===== config.mk =====
export PLATFORM = sky130hd
export DESIGN_NAME = ray_sample_compositor
export DESIGN_NICKNAME = d
export VERILOG_FILES = /design/src/sv/rsc_pkg.sv /design/src/sv/rsc_div.sv /design/src/sv/rsc_fifo.sv /design/src/sv/rsc_front.sv /design/src/sv/rsc_back.sv /design/src/sv/ray_sample_compositor.sv
export SDC_FILE = /design/constraint.sdc
export NUM_CORES = 2
export LEC_CHECK = 0
export BUFFER_PORTS_ARGS = -buffer_cell sky130_fd_sc_hd__buf_2
export CAP_MARGIN = 20
export CORE_UTILIZATION = 49
export DETAILED_ROUTE_END_ITERATION = 8
export REMOVE_ABC_BUFFERS = 1
export SLEW_MARGIN = 20
export SYNTH_ARGS = -nofsm -noshare
export SYNTH_HDL_FRONTEND = slang
export SYNTH_SLANG_ARGS = --single-unit

===== constraint.sdc =====
create_clock -name clk -period 16.45 [get_ports clk]
set_input_delay 1.645 -clock clk [delete_from_list [all_inputs] [get_ports clk]]
set_output_delay 1.645 -clock clk [all_outputs]
set_load 0.01 [all_outputs]

===== src/sv/rsc_pkg.sv =====
// ----------------------------------------------------------------------------
// rsc_pkg
// shared types and constants of the ray sample compositor
// ----------------------------------------------------------------------------
package rsc_pkg;

  localparam int SAMPLE_BITS = 12;
  localparam int PIX_BITS    = SAMPLE_BITS;
  localparam int MAX_DEPTH   = 1024;
  localparam int DEPTH_W     = $clog2(MAX_DEPTH + 1);
  localparam int Z_W         = 10;
  localparam int TRANS_W     = 16;
  localparam int VD_W        = 11;
  localparam int RUN_W       = 22;
  localparam int CNT_W       = 11;
  localparam int MODE_W      = 2;
  localparam int IDX_W       = 2;
  localparam int CFG_DATA_W  = 16;
  localparam int QUEUE_DEPTH = 4;

  localparam logic [SAMPLE_BITS-1:0] SAMPLE_MAX = '1;
  localparam logic [RUN_W-1:0]       RUN_LIMIT  = '1;
  localparam logic [CNT_W-1:0]       CNT_LIMIT  = '1;

  typedef enum logic [MODE_W-1:0] {
    MODE_MAX   = 2'd0,
    MODE_FIRST = 2'd1,
    MODE_AVG   = 2'd2,
    MODE_ALPHA = 2'd3
  } mode_t;

  typedef enum logic [IDX_W-1:0] {
    REG_MODE  = 2'd0,
    REG_TRANS = 2'd1,
    REG_DEPTH = 2'd2
  } reg_idx_t;

  localparam logic [TRANS_W-1:0] TRANS_RESET = 16'd13107;
  localparam logic [VD_W-1:0]    VD_RESET    = 11'd1024;

  // settings the front needs, depth already clamped
  typedef struct packed {
    mode_t                mode;
    logic [TRANS_W-1:0]   transparency;
    logic [DEPTH_W-1:0]   depth;
  } cfg_t;

  // state of one finished ray, handed from front to back
  typedef struct packed {
    mode_t                  mode;
    logic [RUN_W-1:0]       run_value;
    logic [CNT_W-1:0]       count;
    logic [SAMPLE_BITS-1:0] alpha;
  } ray_rec_t;

endpackage


===== src/sv/rsc_div.sv =====
// ----------------------------------------------------------------------------
// rsc_div
// restoring divider, one quotient bit per cycle, quotient known to fit Q_W bits
// ----------------------------------------------------------------------------
module rsc_div #(
  parameter int NUM_W = rsc_pkg::RUN_W,
  parameter int DEN_W = rsc_pkg::CNT_W,
  parameter int Q_W   = rsc_pkg::PIX_BITS
) (
  input  logic             clk,
  input  logic             rst_n,
  input  logic             start_i,
  input  logic [NUM_W-1:0] num_i,
  input  logic [DEN_W-1:0] den_i,
  output logic             done_o,
  output logic [Q_W-1:0]   quot_o
);

  localparam int STEP_W = $clog2(Q_W + 1);

  logic              busy_r;
  logic              done_r;
  logic [STEP_W-1:0] step_r;
  logic [DEN_W-1:0]  rem_r;
  logic [Q_W-1:0]    low_r;
  logic [DEN_W-1:0]  den_r;
  logic [Q_W-1:0]    quot_r;

  logic [DEN_W:0]    trial;
  logic [DEN_W:0]    diff;
  logic              ge;

  // remainder always stays below the divisor
  assign trial = {rem_r, low_r[Q_W-1]};
  assign diff  = trial - {1'b0, den_r};
  assign ge    = (trial >= {1'b0, den_r});

  always_ff @(posedge clk) begin
    if (!rst_n) begin
      busy_r <= 1'b0;
      done_r <= 1'b0;
      step_r <= '0;
    end else begin
      done_r <= 1'b0;
      if (start_i && !busy_r) begin
        busy_r <= 1'b1;
        step_r <= STEP_W'(Q_W);
      end else if (busy_r) begin
        step_r <= step_r - 1'b1;
        if (step_r == STEP_W'(1)) begin
          busy_r <= 1'b0;
          done_r <= 1'b1;
        end
      end
    end
  end

  always_ff @(posedge clk) begin
    if (start_i && !busy_r) begin
      rem_r <= DEN_W'(num_i >> Q_W);
      low_r <= num_i[Q_W-1:0];
      den_r <= den_i;
    end else if (busy_r) begin
      rem_r  <= ge ? diff[DEN_W-1:0] : trial[DEN_W-1:0];
      low_r  <= {low_r[Q_W-2:0], 1'b0};
      quot_r <= {quot_r[Q_W-2:0], ge};
    end
  end

  assign done_o = done_r;
  assign quot_o = quot_r;

endmodule


===== src/sv/rsc_fifo.sv =====
// ----------------------------------------------------------------------------
// rsc_fifo
// short queue of finished ray records between front and back
// ----------------------------------------------------------------------------
module rsc_fifo #(
  parameter int DEPTH = rsc_pkg::QUEUE_DEPTH,
  parameter int WIDTH = $bits(rsc_pkg::ray_rec_t)
) (
  input  logic             clk,
  input  logic             rst_n,
  input  logic             push_i,
  input  logic [WIDTH-1:0] wdata_i,
  output logic             full_o,
  input  logic             pop_i,
  output logic             empty_o,
  output logic [WIDTH-1:0] rdata_o
);

  localparam int PTR_W = (DEPTH > 1) ? $clog2(DEPTH) : 1;
  localparam int CNT_W = $clog2(DEPTH + 1);

  logic [WIDTH-1:0] mem [DEPTH];
  logic [PTR_W-1:0] wr_ptr_r;
  logic [PTR_W-1:0] rd_ptr_r;
  logic [CNT_W-1:0] fill_r;
  logic             do_push;
  logic             do_pop;

  assign full_o  = (fill_r == CNT_W'(DEPTH));
  assign empty_o = (fill_r == '0);
  assign do_push = push_i && !full_o;
  assign do_pop  = pop_i && !empty_o;
  assign rdata_o = mem[rd_ptr_r];

  always_ff @(posedge clk) begin
    if (!rst_n) begin
      wr_ptr_r <= '0;
      rd_ptr_r <= '0;
      fill_r   <= '0;
    end else begin
      if (do_push) begin
        wr_ptr_r <= (wr_ptr_r == PTR_W'(DEPTH - 1)) ? '0 : wr_ptr_r + 1'b1;
      end
      if (do_pop) begin
        rd_ptr_r <= (rd_ptr_r == PTR_W'(DEPTH - 1)) ? '0 : rd_ptr_r + 1'b1;
      end
      if (do_push && !do_pop) begin
        fill_r <= fill_r + 1'b1;
      end else if (do_pop && !do_push) begin
        fill_r <= fill_r - 1'b1;
      end
    end
  end

  always_ff @(posedge clk) begin
    if (do_push) begin
      mem[wr_ptr_r] <= wdata_i;
    end
  end

endmodule


===== src/sv/rsc_front.sv =====
// ----------------------------------------------------------------------------
// rsc_front
// takes samples, accumulates per-ray state, hands finished rays to the queue
// ----------------------------------------------------------------------------
module rsc_front (
  input  logic                            clk,
  input  logic                            rst_n,
  input  rsc_pkg::cfg_t                   cfg_i,
  input  logic                            in_push_i,
  output logic                            in_full_o,
  input  logic [rsc_pkg::SAMPLE_BITS-1:0] in_sample_i,
  input  logic [rsc_pkg::Z_W-1:0]         in_depth_pos_i,
  input  logic                            in_last_in_ray_i,
  output logic                            q_push_o,
  input  logic                            q_full_i,
  output rsc_pkg::ray_rec_t               q_rec_o
);

  localparam int PROD_W = rsc_pkg::SAMPLE_BITS + rsc_pkg::TRANS_W;
  localparam int MUL_W  = PROD_W + rsc_pkg::DEPTH_W;
  localparam int NUM_W  = MUL_W - rsc_pkg::TRANS_W;
  localparam int SB     = rsc_pkg::SAMPLE_BITS;
  localparam int RUN_W  = rsc_pkg::RUN_W;
  localparam int CNT_W  = rsc_pkg::CNT_W;
  localparam int DW     = rsc_pkg::DEPTH_W;

  typedef enum logic [2:0] {
    F_IDLE = 3'b001,
    F_MUL  = 3'b010,
    F_DIV  = 3'b100
  } fstate_t;

  fstate_t           state_r, state_nxt;
  logic [RUN_W-1:0]  run_r, run_nxt;
  logic [CNT_W-1:0]  cnt_r, cnt_nxt;
  logic [SB-1:0]     alpha_r, alpha_nxt;
  logic              fin_r, fin_nxt;
  logic              last_r, last_nxt;

  logic [PROD_W-1:0] prod_r;
  logic [DW-1:0]     wgt_r;
  logic [DW-1:0]     dep_r;

  logic              accept;
  logic              z_inside;
  logic [DW-1:0]     wgt;
  logic [RUN_W:0]    sum;
  logic [MUL_W-1:0]  mul_full;
  logic [SB:0]       alpha_add;
  logic              div_start;
  logic              div_done;
  logic [SB-1:0]     quot;
  logic              ray_done;
  rsc_pkg::mode_t    rec_mode;
  rsc_pkg::ray_rec_t rec;

  assign in_full_o = (state_r != F_IDLE) || q_full_i;
  assign accept    = in_push_i && !in_full_o;

  // depth weight, zero for slices at or past the volume depth
  assign z_inside = (32'(in_depth_pos_i) < 32'(cfg_i.depth));
  assign wgt      = z_inside ? cfg_i.depth - DW'(in_depth_pos_i) : '0;
  assign sum      = {1'b0, run_r} + (RUN_W + 1)'(in_sample_i);
  assign mul_full = MUL_W'(prod_r) * MUL_W'(wgt_r);
  assign alpha_add = {1'b0, alpha_r} + {1'b0, quot};

  rsc_div #(
    .NUM_W (NUM_W),
    .DEN_W (DW),
    .Q_W   (SB)
  ) u_div (
    .clk     (clk),
    .rst_n   (rst_n),
    .start_i (div_start),
    .num_i   (mul_full[MUL_W-1:rsc_pkg::TRANS_W]),
    .den_i   (dep_r),
    .done_o  (div_done),
    .quot_o  (quot)
  );

  always_comb begin
    state_nxt = state_r;
    run_nxt   = run_r;
    cnt_nxt   = cnt_r;
    alpha_nxt = alpha_r;
    fin_nxt   = fin_r;
    last_nxt  = last_r;
    div_start = 1'b0;
    ray_done  = 1'b0;
    rec_mode  = cfg_i.mode;
    unique case (state_r)
      F_IDLE: begin
        if (accept) begin
          if (!fin_r) begin
            case (cfg_i.mode)
              rsc_pkg::MODE_MAX: begin
                if (RUN_W'(in_sample_i) > run_r) begin
                  run_nxt = RUN_W'(in_sample_i);
                end
              end
              rsc_pkg::MODE_FIRST: begin
                if (in_sample_i != '0) begin
                  run_nxt = RUN_W'(in_sample_i);
                  fin_nxt = 1'b1;
                end
              end
              rsc_pkg::MODE_AVG: begin
                run_nxt = sum[RUN_W] ? rsc_pkg::RUN_LIMIT : sum[RUN_W-1:0];
                if (cnt_r != rsc_pkg::CNT_LIMIT) begin
                  cnt_nxt = cnt_r + 1'b1;
                end
              end
              default: ;
            endcase
          end
          if (fin_r || cfg_i.mode != rsc_pkg::MODE_ALPHA) begin
            ray_done = in_last_in_ray_i;
          end else begin
            state_nxt = F_MUL;
            last_nxt  = in_last_in_ray_i;
          end
        end
      end
      F_MUL: begin
        div_start = 1'b1;
        state_nxt = F_DIV;
      end
      F_DIV: begin
        rec_mode = rsc_pkg::MODE_ALPHA;
        if (div_done) begin
          if (alpha_add >= {1'b0, rsc_pkg::SAMPLE_MAX}) begin
            alpha_nxt = rsc_pkg::SAMPLE_MAX;
            fin_nxt   = 1'b1;
          end else begin
            alpha_nxt = alpha_add[SB-1:0];
          end
          ray_done  = last_r;
          state_nxt = F_IDLE;
        end
      end
      default: begin
        state_nxt = F_IDLE;
      end
    endcase

    rec = '{mode: rec_mode, run_value: run_nxt, count: cnt_nxt, alpha: alpha_nxt};

    // fresh ray after the record leaves
    if (ray_done) begin
      run_nxt   = '0;
      cnt_nxt   = '0;
      alpha_nxt = '0;
      fin_nxt   = 1'b0;
    end
  end

  assign q_push_o = ray_done;
  assign q_rec_o  = rec;

  always_ff @(posedge clk) begin
    if (!rst_n) begin
      state_r <= F_IDLE;
      run_r   <= '0;
      cnt_r   <= '0;
      alpha_r <= '0;
      fin_r   <= 1'b0;
      last_r  <= 1'b0;
    end else begin
      state_r <= state_nxt;
      run_r   <= run_nxt;
      cnt_r   <= cnt_nxt;
      alpha_r <= alpha_nxt;
      fin_r   <= fin_nxt;
      last_r  <= last_nxt;
    end
  end

  always_ff @(posedge clk) begin
    if (accept) begin
      prod_r <= PROD_W'(in_sample_i) * PROD_W'(cfg_i.transparency);
      wgt_r  <= wgt;
      dep_r  <= cfg_i.depth;
    end
  end

  a_push_room : assert property (@(posedge clk) disable iff (!rst_n)
    q_push_o |-> !q_full_i)
    else $error("ray record pushed into a full queue");

  a_clear_after_ray : assert property (@(posedge clk) disable iff (!rst_n)
    q_push_o |=> (run_r == '0 && cnt_r == '0 && alpha_r == '0 && !fin_r))
    else $error("work state not cleared after a ray");

  a_done_in_div : assert property (@(posedge clk) disable iff (!rst_n)
    div_done |-> (state_r == F_DIV))
    else $error("alpha divide finished outside the divide state");

endmodule


===== src/sv/rsc_back.sv =====
// ----------------------------------------------------------------------------
// rsc_back
// turns a finished ray record into a pixel, holds it for the result side
// ----------------------------------------------------------------------------
module rsc_back (
  input  logic                         clk,
  input  logic                         rst_n,
  input  logic                         q_empty_i,
  input  rsc_pkg::ray_rec_t            q_rec_i,
  output logic                         q_pop_o,
  output logic                         out_empty_o,
  input  logic                         out_pop_i,
  output logic [rsc_pkg::PIX_BITS-1:0] out_pixel_o
);

  localparam int PB    = rsc_pkg::PIX_BITS;
  localparam int RUN_W = rsc_pkg::RUN_W;

  typedef enum logic [1:0] {
    B_IDLE = 2'b01,
    B_DIV  = 2'b10
  } bstate_t;

  bstate_t        state_r, state_nxt;
  logic           out_valid_r, out_valid_nxt;
  logic [PB-1:0]  pix_r, pix_nxt;

  logic           slot_free;
  logic           take;
  logic           need_div;
  logic           div_start;
  logic           div_done;
  logic [PB-1:0]  quot;
  logic [PB-1:0]  direct_pix;

  assign slot_free = !out_valid_r || out_pop_i;

  // every case except a real average division resolves at once
  always_comb begin
    need_div   = 1'b0;
    direct_pix = '0;
    case (q_rec_i.mode)
      rsc_pkg::MODE_MAX, rsc_pkg::MODE_FIRST: begin
        direct_pix = (q_rec_i.run_value > RUN_W'(rsc_pkg::SAMPLE_MAX)) ?
                     rsc_pkg::SAMPLE_MAX : q_rec_i.run_value[PB-1:0];
      end
      rsc_pkg::MODE_AVG: begin
        if (q_rec_i.count == '0) begin
          direct_pix = '0;
        end else if (32'(q_rec_i.run_value >> PB) >= 32'(q_rec_i.count)) begin
          direct_pix = rsc_pkg::SAMPLE_MAX;
        end else begin
          need_div = 1'b1;
        end
      end
      default: begin
        direct_pix = q_rec_i.alpha;
      end
    endcase
  end

  rsc_div #(
    .NUM_W (RUN_W),
    .DEN_W (rsc_pkg::CNT_W),
    .Q_W   (PB)
  ) u_div (
    .clk     (clk),
    .rst_n   (rst_n),
    .start_i (div_start),
    .num_i   (q_rec_i.run_value),
    .den_i   (q_rec_i.count),
    .done_o  (div_done),
    .quot_o  (quot)
  );

  always_comb begin
    state_nxt     = state_r;
    out_valid_nxt = out_valid_r && !out_pop_i;
    pix_nxt       = pix_r;
    take          = 1'b0;
    div_start     = 1'b0;
    unique case (state_r)
      B_IDLE: begin
        if (!q_empty_i && slot_free) begin
          take = 1'b1;
          if (need_div) begin
            div_start = 1'b1;
            state_nxt = B_DIV;
          end else begin
            pix_nxt       = direct_pix;
            out_valid_nxt = 1'b1;
          end
        end
      end
      B_DIV: begin
        if (div_done) begin
          pix_nxt       = quot;
          out_valid_nxt = 1'b1;
          state_nxt     = B_IDLE;
        end
      end
      default: begin
        state_nxt = B_IDLE;
      end
    endcase
  end

  assign q_pop_o     = take;
  assign out_empty_o = !out_valid_r;
  assign out_pixel_o = pix_r;

  always_ff @(posedge clk) begin
    if (!rst_n) begin
      state_r     <= B_IDLE;
      out_valid_r <= 1'b0;
    end else begin
      state_r     <= state_nxt;
      out_valid_r <= out_valid_nxt;
    end
  end

  always_ff @(posedge clk) begin
    pix_r <= pix_nxt;
  end

  a_slot_kept_free : assert property (@(posedge clk) disable iff (!rst_n)
    (state_r == B_DIV) |-> !out_valid_r)
    else $error("output register busy while a division runs");

  a_done_in_div : assert property (@(posedge clk) disable iff (!rst_n)
    div_done |-> (state_r == B_DIV))
    else $error("average divide finished outside the divide state");

endmodule


===== src/sv/ray_sample_compositor.sv =====
// ----------------------------------------------------------------------------
// ray_sample_compositor
// volume ray compositor: max intensity, first hit, average and alpha modes
// ----------------------------------------------------------------------------
// Samples of one ray go in on the in_ side in order, one pixel comes out on
// the out_ side for each sample flagged last_in_ray. The front takes a sample
// without leaving its idle state in maximum, first-hit and average mode, and
// in every mode once the ray has been stopped. An alpha sample that still
// counts goes through these steps: accept and form sample*transparency, the
// depth-weight multiply, the bit-serial divide by the volume depth and the
// fold of the result into the opacity sum, with in_full held high after the
// accept. Finished rays wait in a short record queue (QUEUE_DEPTH entries);
// the back turns each into a pixel at once, or through its divider for an
// average that really needs the divide, and holds it in an output register,
// so the front keeps taking samples while a pixel waits to be popped. in_full
// is also raised while the record queue is full. Configuration writes are
// always taken (cfg_ready is tied high) and are meant for times when no ray
// is in flight; there is no clearing pass after reset.
// ----------------------------------------------------------------------------
module ray_sample_compositor #(
  parameter int QUEUE_DEPTH = rsc_pkg::QUEUE_DEPTH
) (
  input  logic                            clk,
  input  logic                            rst_n,
  // sample input, queue style
  input  logic                            in_push,
  output logic                            in_full,
  input  logic [rsc_pkg::SAMPLE_BITS-1:0] in_sample,
  input  logic [rsc_pkg::Z_W-1:0]         in_depth_pos,
  input  logic                            in_last_in_ray,
  // pixel output, queue style
  output logic                            out_empty,
  input  logic                            out_pop,
  output logic [rsc_pkg::PIX_BITS-1:0]    out_pixel,
  // register writes
  input  logic                            cfg_valid,
  output logic                            cfg_ready,
  input  logic [rsc_pkg::IDX_W-1:0]       cfg_index,
  input  logic [rsc_pkg::CFG_DATA_W-1:0]  cfg_data
);

  localparam int DW = rsc_pkg::DEPTH_W;

  // configuration registers
  rsc_pkg::mode_t               mode_r;
  logic [rsc_pkg::TRANS_W-1:0]  trans_r;
  logic [rsc_pkg::VD_W-1:0]     vdepth_r;

  logic [DW-1:0]                depth_eff;
  rsc_pkg::cfg_t                cfg;

  logic                         q_push;
  logic                         q_full;
  logic                         q_pop;
  logic                         q_empty;
  rsc_pkg::ray_rec_t            q_wrec;
  rsc_pkg::ray_rec_t            q_rrec;
  logic [$bits(rsc_pkg::ray_rec_t)-1:0] q_rdata;

  assign cfg_ready = 1'b1;

  // register write transfer; unknown indexes are dropped
  always_ff @(posedge clk) begin
    if (!rst_n) begin
      mode_r   <= rsc_pkg::MODE_ALPHA;
      trans_r  <= rsc_pkg::TRANS_RESET;
      vdepth_r <= rsc_pkg::VD_RESET;
    end else if (cfg_valid && cfg_ready) begin
      unique case (rsc_pkg::reg_idx_t'(cfg_index))
        rsc_pkg::REG_MODE:  mode_r   <= rsc_pkg::mode_t'(cfg_data[rsc_pkg::MODE_W-1:0]);
        rsc_pkg::REG_TRANS: trans_r  <= cfg_data[rsc_pkg::TRANS_W-1:0];
        rsc_pkg::REG_DEPTH: vdepth_r <= cfg_data[rsc_pkg::VD_W-1:0];
        default: ;
      endcase
    end
  end

  // depth clamped to 1..MAX_DEPTH
  always_comb begin
    if (vdepth_r == '0) begin
      depth_eff = DW'(1);
    end else if (32'(vdepth_r) > 32'(rsc_pkg::MAX_DEPTH)) begin
      depth_eff = DW'(rsc_pkg::MAX_DEPTH);
    end else begin
      depth_eff = DW'(vdepth_r);
    end
  end

  assign cfg = '{mode: mode_r, transparency: trans_r, depth: depth_eff};

  // front: per-sample accumulation
  rsc_front u_front (
    .clk              (clk),
    .rst_n            (rst_n),
    .cfg_i            (cfg),
    .in_push_i        (in_push),
    .in_full_o        (in_full),
    .in_sample_i      (in_sample),
    .in_depth_pos_i   (in_depth_pos),
    .in_last_in_ray_i (in_last_in_ray),
    .q_push_o         (q_push),
    .q_full_i         (q_full),
    .q_rec_o          (q_wrec)
  );

  // queue of finished rays, decouples the two sides
  rsc_fifo #(
    .DEPTH (QUEUE_DEPTH),
    .WIDTH ($bits(rsc_pkg::ray_rec_t))
  ) u_fifo (
    .clk     (clk),
    .rst_n   (rst_n),
    .push_i  (q_push),
    .wdata_i (q_wrec),
    .full_o  (q_full),
    .pop_i   (q_pop),
    .empty_o (q_empty),
    .rdata_o (q_rdata)
  );

  assign q_rrec = rsc_pkg::ray_rec_t'(q_rdata);

  // back: pixel forming and result register
  rsc_back u_back (
    .clk         (clk),
    .rst_n       (rst_n),
    .q_empty_i   (q_empty),
    .q_rec_i     (q_rrec),
    .q_pop_o     (q_pop),
    .out_empty_o (out_empty),
    .out_pop_i   (out_pop),
    .out_pixel_o (out_pixel)
  );

endmodule

==> results by group <==
Run status
  • Outcome: complete, no violations

Flow run
  • Max-Cap Viols: 0

Timing
  • Final Skew: 0.0166 ns
  • Unrepaired setup endpoints after global routing: false
  • Final Critical Period: 6.66 ns
  • Final Cycle Share: 40.5%
  • Slew Viols, Final: 0
  • F_max: 0.150 GHz
  • Final Hold Vio Count: 0
  • # setup viols final: 0
  • Slew @ Worst Pin: 1.18 ns
  • Max-slew headroom: 20.7%
  • Worst hold margin: 0.418 ns
  • Fin Setup TNS: 0 ns

Global route
  • Initial antenna violation count: 1
  • Number of global-route vias before repair: 25632
  • Total GRT Usage: 25.1%
  • Largest net degree at the start of global routing: 54
  • Global-route wire length before repair: 144000 um
  • GRT Residual Overflow: 0

Floorplanning
  • Top-level I/O count: 61
  • Chip Width: 272 um
  • Die area: 74100 um^2
  • Die height: 272 um
  • FP Rows: 98
  • Starting density of the core: 49.8%
  • Core Area: 71900 um^2

Place
  • IO Port Bufs: 59
  • Final GP Congestion: 0.868
  • Dpl hpwl: 66400 um

Worst setup path
  • Crit-path max cell delay: 0.59 ns
  • Crit path capture type: flop
  • Critical Path Start Type: input pin
  • Crit path max fanout: 20
  • CP most frequent cell: fa_1
  • Crit path DAT: 7.00 ns
  • Crit path max-delay cell type: fa_1
  • Worst EP required: 16.79 ns
  • Worst path cell trace: buf_2, nand2_1, fa_1, fa_1, fa_1, fa_1, fa_1, inv_1, ha_1, and2_1, a2111oi_0, a31oi_1, a41oi_1, o211a_1, o21bai_1, a21oi_1, xnor2_1
  • Crit path kind: input pin to flop

Detailed routing
  • Initial DRC count: 1981
  • Mean number of vias per cell: 5.59
  • Final ANT Viol Nets: 0
  • WL per Instance: 20.5 um
  • Drt pass-1 iters: 7
  • DRT Wirelength: 90500 um
  • Vias: 24623
  • # DRC: 0

Clock network
  • Worst-case clock buffer depth: 3
  • Insertion delay to the later sink of the worst-skew pair: 0.60 ns
  • Hold buffers post-CTS: 0
  • Sink Count: 445
  • # resized after CTS: 0
  • Root buffer cell: clkbuf_16
  • Total CTS buffers: 48
  • CTS tree: done
  • Clk slew on worst S/H paths: 0.06 ns
  • Post-CTS Repair Setup Buffers: 0
  • H-tree depth: 2

Logic synthesis
  • Synth area leader: edfxtp_1
  • Most frequent cell after synthesis: inv_1
  • Synth Instances: 3446
  • Mapped cell area: 35800 um^2
  • Post-synth EDFFs: 341
  • Ys flop type: edfxtp_1
  • Total number of yosys warnings: 0
  • Flops & latches, synth: 445
  • Synth top area share: 28.6%
  • Syn Area/Cell: 10.4 um^2
  • Commonest cells in the netlist: inv_1, nand2_1, fa_1, edfxtp_1, ha_1
  • Dominant cells by area after synthesis: edfxtp_1, fa_1, ha_1
  • Synth cell types: 90
  • Sequential area share after synthesis: 34.5%
  • Asr flop ratio synth: 0%

Cells and area
  • Diodes inserted: 0
  • Area grow syn2layout: 7.41%
  • Layout Nets: 4073
  • Layout cells sized above 1: 7.38%
  • Fill cells: 6463

Worst hold path
  • Hold WC Path Type: flop to flop
[metrics by stage]
| step | instances | cell area, um^2 | util (%) | setup WS, ns |
|---|---|---|---|---|
| after CTS | 4407 | 38400 | 53.4 | 9.83 |
| after global routing | 4407 | 38400 | 53.5 | 9.35 |
| final | 4407 | 38400 | 53.5 | 9.79 |
| after floorplan | 3284 | 35100 | - | 10.05 |
| after global placement | 4318 | 36800 | 51.2 | 9.34 |
| after detailed placement | 4318 | 36800 | 51.2 | 9.22 |
[registers in the layout (all words and copies together), names as in the netlist, 12 cells and up, named ones only]
register,flops
trans_r,16
u_back.out_pixel_o,12
u_back.u_div.low_r,12
u_back.u_div.quot_o,12
u_fifo.mem,188
u_front.alpha_r,12
u_front.prod_r,28
u_front.run_r,22
u_front.u_div.low_r,12
u_front.u_div.quot_o,12
[logic make-up after synthesis]
kind of cell / after synthesis / share of synthesized area, %
other: 1 / 0.0105
muxes: 81 / 3.95
adders and majority gates: 609 / 29.2
AOI/OAI and AO/OA: 463 / 8.48
and+or+nand+nor: 1065 / 14.3
xor gates and xnor gates: 84 / 2.06
DFF: 445 / 34.5
buffers and inverters: 698 / 7.48
[layer usage]
metal  global-route usage, %  vias up  wire (um)
met5                       0        -          0
met4                    5.07        0       1470
met3                    4.50      117       6260
met2                    38.9      808      40400
met1                    36.9    12381      42400
li1                        -    11317          -
[critical path, delay by kind of cell]
kind                     cells  cell delay [ns]
buffers and inverters        2             0.45
adder cells (fa/ha/maj)      6             2.90
XOR/XNOR                     1             0.08
AND/OR/NAND/NOR              2             0.35
AO/OA/AOI/OAI                6             1.55
[worst paths after layout]
kind                                  start                                to  slack [ns]  cells after the start
max reg2reg  u_front.wgt_r[2]$_SDFFCE_PP0P_  u_front.u_div.rem_r[3]$_DFFE_PP_        9.95                     20
max                            in_sample[3]      u_front.prod_r[27]$_DFFE_PP_        9.79                     17
min              u_front.dep_r[5]$_DFFE_PP_  u_front.u_div.den_r[5]$_DFFE_PP_        0.42                      0
min reg2reg      u_front.dep_r[5]$_DFFE_PP_  u_front.u_div.den_r[5]$_DFFE_PP_        0.42                      0
[final cells by class]
type	instances	area, um^2	share of cell area, %
multi-input cells	2303	20800	54.1
well taps	950	1190	3.09
repair buffers	84	483	1.26
inverters	536	2010	5.24
clock inverters	24	220	0.573
flip-flops and latches	445	12300	32.1
clock buffers	65	1390	3.62
[layout by cell type (no fill, tap or decap), types with 43 or more instances in the layout]
cell       count
a21o_1        43
a21oi_1      141
and2_1       225
buf_2         59
clkbuf_16     52
dfxtp_1      102
edfxtp_1     341
fa_1         378
ha_1         231
inv_1        532
mux4_2        47
nand2_1      459
nand3_1       51
nor2_1       137
o21ai_0       79
xnor2_1       57
Power is left out: the tool's default activity adds up to more than one toggle a clock period on the data nets, which glitch-free logic cannot reach.
